[src/hdl/tacs_pkg.sv]
package tacs_pkg;

  typedef logic [7:0] byte_t;

  // Opcodes live in the top three bits of an instruction byte.
  localparam logic [2:0] OP_BR  = 3'd0;
  localparam logic [2:0] OP_BZ  = 3'd1;
  localparam logic [2:0] OP_LDI = 3'd2;
  localparam logic [2:0] OP_LIM = 3'd3;
  localparam logic [2:0] OP_ST  = 3'd4;
  localparam logic [2:0] OP_ADD = 3'd5;
  localparam logic [2:0] OP_NOP = 3'd6;
  localparam logic [2:0] OP_HLT = 3'd7;

  localparam logic OPER_LOAD = 1'b0;
  localparam logic OPER_STEP = 1'b1;

  typedef struct packed {
    logic  en;
    byte_t addr;
    byte_t data;
  } wr_t;

  typedef struct packed {
    byte_t            pc;
    logic [3:0][7:0]  regs;
    logic             halted;
  } arch_t;

  function automatic byte_t sext5(input byte_t ins);
    return {{3{ins[4]}}, ins[4:0]};
  endfunction

endpackage

[src/hdl/tacs_mem.sv]
module tacs_mem (
  input  logic                 clk,
  input  logic                 rst_n,
  input  tacs_pkg::wr_t        wr,
  input  tacs_pkg::byte_t      ra_addr,
  input  tacs_pkg::byte_t      rb_addr,
  output tacs_pkg::byte_t      ra_data_r,
  output tacs_pkg::byte_t      rb_data_r
);

  tacs_pkg::byte_t mem_r [256];
  logic [255:0]    valid_r;

  always_ff @(posedge clk) begin
    if (wr.en) begin
      mem_r[wr.addr] <= wr.data;
    end
  end

  // Entries never written since reset read as zero. Both ports return the
  // word being written in the same cycle.
  always_ff @(posedge clk) begin
    if (!rst_n) begin
      valid_r   <= '0;
      ra_data_r <= '0;
      rb_data_r <= '0;
    end else begin
      if (wr.en) begin
        valid_r[wr.addr] <= 1'b1;
      end
      if (wr.en && wr.addr == ra_addr) begin
        ra_data_r <= wr.data;
      end else begin
        ra_data_r <= valid_r[ra_addr] ? mem_r[ra_addr] : '0;
      end
      if (wr.en && wr.addr == rb_addr) begin
        rb_data_r <= wr.data;
      end else begin
        rb_data_r <= valid_r[rb_addr] ? mem_r[rb_addr] : '0;
      end
    end
  end

endmodule

[src/hdl/tacs_exec.sv]
module tacs_exec (
  input  tacs_pkg::arch_t  cur,
  input  tacs_pkg::byte_t  ir,
  input  tacs_pkg::byte_t  ld_data,
  input  logic             operation,
  input  tacs_pkg::byte_t  address,
  input  tacs_pkg::byte_t  data,
  output tacs_pkg::arch_t  nxt,
  output tacs_pkg::wr_t    wr
);

  logic [2:0]      opc;
  logic [1:0]      s_sel;
  logic [1:0]      r_sel;
  tacs_pkg::byte_t pc_inc;
  tacs_pkg::byte_t pc_br;

  assign opc    = ir[7:5];
  assign s_sel  = ir[3:2];
  assign r_sel  = ir[1:0];
  assign pc_inc = cur.pc + 8'd1;
  assign pc_br  = pc_inc + tacs_pkg::sext5(ir);

  always_comb begin
    nxt     = cur;
    wr.en   = 1'b0;
    wr.addr = address;
    wr.data = data;
    if (operation == tacs_pkg::OPER_LOAD) begin
      wr.en = 1'b1;
    end else if (!cur.halted) begin
      nxt.pc = pc_inc;
      case (opc)
        tacs_pkg::OP_BR: begin
          nxt.pc = pc_br;
        end
        tacs_pkg::OP_BZ: begin
          if (cur.regs[1] == '0) begin
            nxt.pc = pc_br;
          end
        end
        tacs_pkg::OP_LDI: begin
          nxt.regs[r_sel] = ld_data;
        end
        tacs_pkg::OP_LIM: begin
          nxt.regs[0] = tacs_pkg::sext5(ir);
        end
        tacs_pkg::OP_ST: begin
          wr.en   = 1'b1;
          wr.addr = cur.regs[s_sel];
          wr.data = cur.regs[r_sel];
        end
        tacs_pkg::OP_ADD: begin
          nxt.regs[r_sel] = cur.regs[r_sel] + cur.regs[s_sel];
        end
        tacs_pkg::OP_HLT: begin
          nxt.halted = 1'b1;
          nxt.pc     = cur.pc;
        end
        default: begin
        end
      endcase
    end
  end

endmodule

[src/hdl/tiny_accumulator_cpu_step.sv]
// Latency: a result is valid in the cycle after its word is accepted.
// Throughput: one word per cycle unless out_ready stalls a result; while the pc
// holds an indirect load and the processor is not halted, a word that directly
// follows an accepted word waits for the second read port of the 256-byte memory.
// Reset (synchronous, active low) clears the registers, pc and halt flag and
// marks every memory byte unwritten so that it reads as zero; no clearing pass.
module tiny_accumulator_cpu_step (
  input  logic       clk,
  input  logic       rst_n,
  input  logic       in_valid,
  output logic       in_ready,
  input  logic       in_operation,
  input  logic [7:0] in_address,
  input  logic [7:0] in_data,
  output logic       out_valid,
  input  logic       out_ready,
  output logic [7:0] out_pc,
  output logic [7:0] out_reg0,
  output logic [7:0] out_reg1,
  output logic [7:0] out_reg2,
  output logic [7:0] out_reg3,
  output logic       out_halted
);

  tacs_pkg::arch_t arch_r;
  tacs_pkg::arch_t arch_nxt;
  tacs_pkg::arch_t exe_nxt;
  tacs_pkg::wr_t   exe_wr;
  tacs_pkg::wr_t   mem_wr;
  tacs_pkg::byte_t ir_r;
  tacs_pkg::byte_t ld_data_r;
  tacs_pkg::byte_t rb_addr;
  logic            out_valid_r;
  logic            out_valid_nxt;
  logic            bok_r;
  logic            accept;
  logic            ldi_wait;

  // ir_r always holds the byte at the current pc. The second port reads
  // at the address the current instruction would use; that word is only
  // trusted when bok_r shows that no word was accepted as it was read.
  assign ldi_wait = (ir_r[7:5] == tacs_pkg::OP_LDI) && !arch_r.halted && !bok_r;
  assign in_ready = rst_n && (!out_valid_r || out_ready) && !ldi_wait;
  assign accept   = in_valid && in_ready;

  tacs_exec u_exec (
    .cur       (arch_r),
    .ir        (ir_r),
    .ld_data   (ld_data_r),
    .operation (in_operation),
    .address   (in_address),
    .data      (in_data),
    .nxt       (exe_nxt),
    .wr        (exe_wr)
  );

  always_comb begin
    mem_wr        = exe_wr;
    mem_wr.en     = exe_wr.en && accept;
    arch_nxt      = accept ? exe_nxt : arch_r;
    out_valid_nxt = accept || (out_valid_r && !out_ready);
  end

  assign rb_addr = arch_r.regs[ir_r[3:2]];

  tacs_mem u_mem (
    .clk       (clk),
    .rst_n     (rst_n),
    .wr        (mem_wr),
    .ra_addr   (arch_nxt.pc),
    .rb_addr   (rb_addr),
    .ra_data_r (ir_r),
    .rb_data_r (ld_data_r)
  );

  always_ff @(posedge clk) begin
    if (!rst_n) begin
      arch_r      <= '0;
      out_valid_r <= 1'b0;
      bok_r       <= 1'b0;
    end else begin
      arch_r      <= arch_nxt;
      out_valid_r <= out_valid_nxt;
      bok_r       <= !accept;
    end
  end

  // The architectural state only moves on acceptance, which needs the
  // result slot free, so it doubles as the result register.
  assign out_valid  = out_valid_r;
  assign out_pc     = arch_r.pc;
  assign out_reg0   = arch_r.regs[0];
  assign out_reg1   = arch_r.regs[1];
  assign out_reg2   = arch_r.regs[2];
  assign out_reg3   = arch_r.regs[3];
  assign out_halted = arch_r.halted;

`ifndef SYNTHESIS
  a_halt_sticks: assert property (@(posedge clk) disable iff (!rst_n)
    arch_r.halted |=> arch_r.halted)
    else $error("halt flag cleared without reset");

  a_accept_gives_result: assert property (@(posedge clk) disable iff (!rst_n)
    accept |=> out_valid_r)
    else $error("accepted word produced no result");

  a_load_keeps_pc: assert property (@(posedge clk) disable iff (!rst_n)
    (accept && in_operation == tacs_pkg::OPER_LOAD) |=> $stable(arch_r.pc))
    else $error("memory load changed the program counter");

  a_ldi_data_fresh: assert property (@(posedge clk) disable iff (!rst_n)
    (accept && in_operation == tacs_pkg::OPER_STEP && !arch_r.halted
     && ir_r[7:5] == tacs_pkg::OP_LDI) |-> bok_r)
    else $error("indirect load executed with stale read data");
`endif

endmodule
[config.mk]
export PLATFORM = sky130hd
export DESIGN_NAME = tiny_accumulator_cpu_step
export DESIGN_NICKNAME = d
export VERILOG_FILES = /design/src/hdl/tacs_pkg.sv /design/src/hdl/tacs_mem.sv /design/src/hdl/tacs_exec.sv /design/src/hdl/tiny_accumulator_cpu_step.sv
export SDC_FILE = /design/constraint.sdc
export NUM_CORES = 2
export LEC_CHECK = 0
export BUFFER_PORTS_ARGS = -buffer_cell sky130_fd_sc_hd__buf_2
export CORE_AREA = 2 2 678 680
export CTS_BUF_LIST = sky130_fd_sc_hd__clkbuf_2
export DETAILED_ROUTE_END_ITERATION = 10
export DIE_AREA = 0 0 680 682
export PLACE_DENSITY = 0.45
export SLEW_MARGIN = 10
export SYNTH_ARGS = -nofsm -noshare
export SYNTH_HDL_FRONTEND = slang
export SYNTH_SLANG_ARGS = --single-unit
[constraint.sdc]
create_clock -name clk -period 7.7 [get_ports clk]
set_input_delay 0.385 -clock clk [delete_from_list [all_inputs] [get_ports clk]]
set_output_delay 0.385 -clock clk [all_outputs]
set_load 0.01 [all_outputs]
==> flow_summary.toml <==
[die]
initial_core_util_pct = 24.9
dieArea_um2 = 464000
die_y_um = 682
die_w_um = 680
fp-row-count = 249
coreArea_um2 = 457000
io_pins = 64

[critical_path]
crit_buf_inv = 5
worstPathRequired_ps = 9850
crit_family = "buffers and inverters"
critPathCaptureType = "flop"
crit_chain = "ha_1 > xor2_1 > ha_1 > xnor2_1 > nand4_1 > a32oi_4 > buf_4 > xnor2_1 > o21ai_0 > nor4_1 > dlygate4sd3_1 > nand4_1 > dlygate4sd3_1 > dlygate4sd3_1 > o211ai_4 > o22ai_1 > dlygate4sd3_1"
reg2reg_setup_slack_ps = 420
start_kind = "flop"
crit_top_cell = "dlygate4sd3_1"
critPathSlowestCell = "dfxtp_1"
cp.arrival_ps = 9430
cpPeakStageDelay_ps = 860
critPathKind = "reg2reg"
worstPathMaxFanout = 17

[final_layout]
layout.cells.non_filler = 15200
area_growth_pct = 14.2
drive_above_1_share_pct = 28.1
nFillCells = 46500
fin_area_um2 = 130000
fin_nets = 8623

[run]
maxCapViolCount = 0

[pwr]
power.total_mw = 26.7
p_leak_nw = 41.7
vdd_drop_max_mv = 0.143
powerDensity_nw_per_um2 = 205

[detailed_routing]
wl_per_cell_um = 33.1
drc = 0
drt_iter0_markers = 11100
highest_layer = "met5"
dr_total_vias = 83000
wl_met1_um = 196000
ant_nets = 0
routed_wl_um = 502000
drt_first_pass_iters = 8
met3_length_um = 48500
wl_met2_um = 228000
viasPerCell = 5.48

[logic_synthesis]
yosysMostFrequentCell = "edfxtp_1"
synth-seq-cells = 2363
synth_top_area_cell = "edfxtp_1"
synthCells = 7977
synth_edf_count = 2048
yosys_warnings = 0
synth_async_sr_flop_share_pct = 0
synth_ff_type = "edfxtp_1"
synth_fp_nets = 8016
synth_top_cells_by_area = "edfxtp_1 (54%), mux4_2 (17%), dfxtp_1 (5.5%)"
synthTopCellsByCount = "edfxtp_1 (2048), nand2_1 (1383), mux4_2 (837), nand3_1 (500), mux2i_1 (396)"
synth_seq_area_share_pct = 59.6
yosysUniqueCellTypes = 102
synth_top_area_share_pct = 54.0
synth_area_um2 = 114000
syn_area_per_cell_um2 = 14.3

[clocking]
ctsRootBufferMaster = "clkbuf_2"
cts_setup_buffers = 0
cts_max_path_buffers = 4
cts_inserted_buffers = 643
cts-htree-levels = 6
cts_resized = 0
clkTransAtPathRegs_ps = 100
clock_latency_ps = 2270
cts_tree = "done"
cts_sinks = 2363

[place]
place.gp.congestion = 0.935
port_buffers = 63
dp_hpwl_um = 324000
placed_area_um2 = 123000
dp.cells = 13900

[outcome]
status = "completed"

[timing]
drv_slew = 0
rsz0062_at_grt = "false"
setup_violations = 0
fin_crit_sh_pct = 94.5
fin_setup_tns_ps = 0
period_minus_slack_ps = 7280
hold_violations = 0
tightest_slew_ps = 1450
finClkSkew_ps = 221
slew_headroom_pct = 2.28
fmax_mhz = 137

[global_routing]
grt_usage_pct = 20.9
antenna_found_initial = 32
grt_pass1_wl_um = 680000
grt_max_degree = 162
grt_remaining_overflow = 0
grt_pass1_vias = 81200

[worst_hold_path]
hp-class = "in2reg"
## sequential cells by signal, indices dropped and copies added, names as in the netlist, named ones only
register / count
bok_r: 1
u_mem.ra_data_r: 8
u_mem.rb_data_r: 8
u_mem.valid_r: 256
out_valid: 1
out_halted: 1
u_mem.mem_r: 2048
out_pc: 8
## stage by stage
stage	hold WS, ps	utilization, %	setup WS (ps)
global route	301	28.4	349
floorplan	452	-	2360
CTS	89.3	28.4	574
finish	257	28.4	420
global placement	461	26.9	818
detailed placement	476	26.9	850
## placed cells by master (no fill, tap or decap), types with 135 or more instances in the layout
cell type  instances
nand3_1          496
buf_4            386
nor2_1           317
edfxtp_1        2048
clkbuf_2         945
nand2_1         1368
mux2i_1          396
dfxtp_1          315
a21oi_1          187
mux4_2           834
clkinv_1         135
o21a_1           262
## worst register-to-register path: cells and delay by family, from the launching register on
family	cells	cell delay, ps
adders and majority gates	2	660
AOI/OAI and AO/OA	4	1350
and+or+nand+nor	3	740
buffers and inverters	5	3030
xor gates and xnor gates	3	620
DFF	1	860
## power breakdown
| part | switching, mW | internal (mW) |
|---|---|---|
| Combinational | 2.13 | 0.793 |
| Sequential | 0.0232 | 14.0 |
| Clock | 5.88 | 3.86 |
## routing by layer
| metal | GRT usage, % | vias up |
|---|---|---|
| met5 | 0 | - |
| met1 | 26.7 | 43400 |
| met4 | 11.4 | 22 |
| li1 | - | 33200 |
| met2 | 32.6 | 5251 |
| met3 | 5.12 | 1143 |
## cells by family (layout without fill, tap and decap cells)
kind of cell             after synthesis  count (layout)  share of synthesized area [%]
adder cells (fa/ha/maj)               18              18                          0.211
AND/OR/NAND/NOR                     2497            2497                           9.36
flip-flops                          2363            2363                           59.6
AO/OA/AOI/OAI                       1147            1147                           7.18
buffers and inverters                649            1781                           2.97
multiplexers                        1278            1278                           20.5
XOR/XNOR                              25              25                          0.192
other                                  0              29                              0
## cell type report
| cell class | instances | area, µm² | area share (%) |
|---|---|---|---|
| flip-flops and latches | 2363 | 67800 | 52.2 |
| repair buffers | 582 | 5130 | 3.95 |
| well taps | 6024 | 7540 | 5.80 |
| clock buffers | 945 | 4730 | 3.64 |
| clock inverters | 225 | 1470 | 1.13 |
| diodes | 29 | 72.6 | 0.0558 |
| inverters | 29 | 184 | 0.141 |
| multi-input cells | 4965 | 43100 | 33.1 |
## timing repair
action | 4_1_cts | 5_1_grt
hold buffers | 77 | 0
endpoints found under the hold margin | 4131 | 0
setup endpoints to repair | 0 | 0
## path summary, 6_finish.rpt
check,startpoint,endpoint,depth (start not counted)
setup / recovery,out_pc[0],u_mem.ra_data_r[7],17
hold reg to reg,u_mem.valid_r[204],u_mem.valid_r[204],1
setup reg to reg,out_pc[0],u_mem.ra_data_r[7],17
hold / removal,out_ready,out_valid,6
No activity file was read; power rests on OpenSTA's default activity.
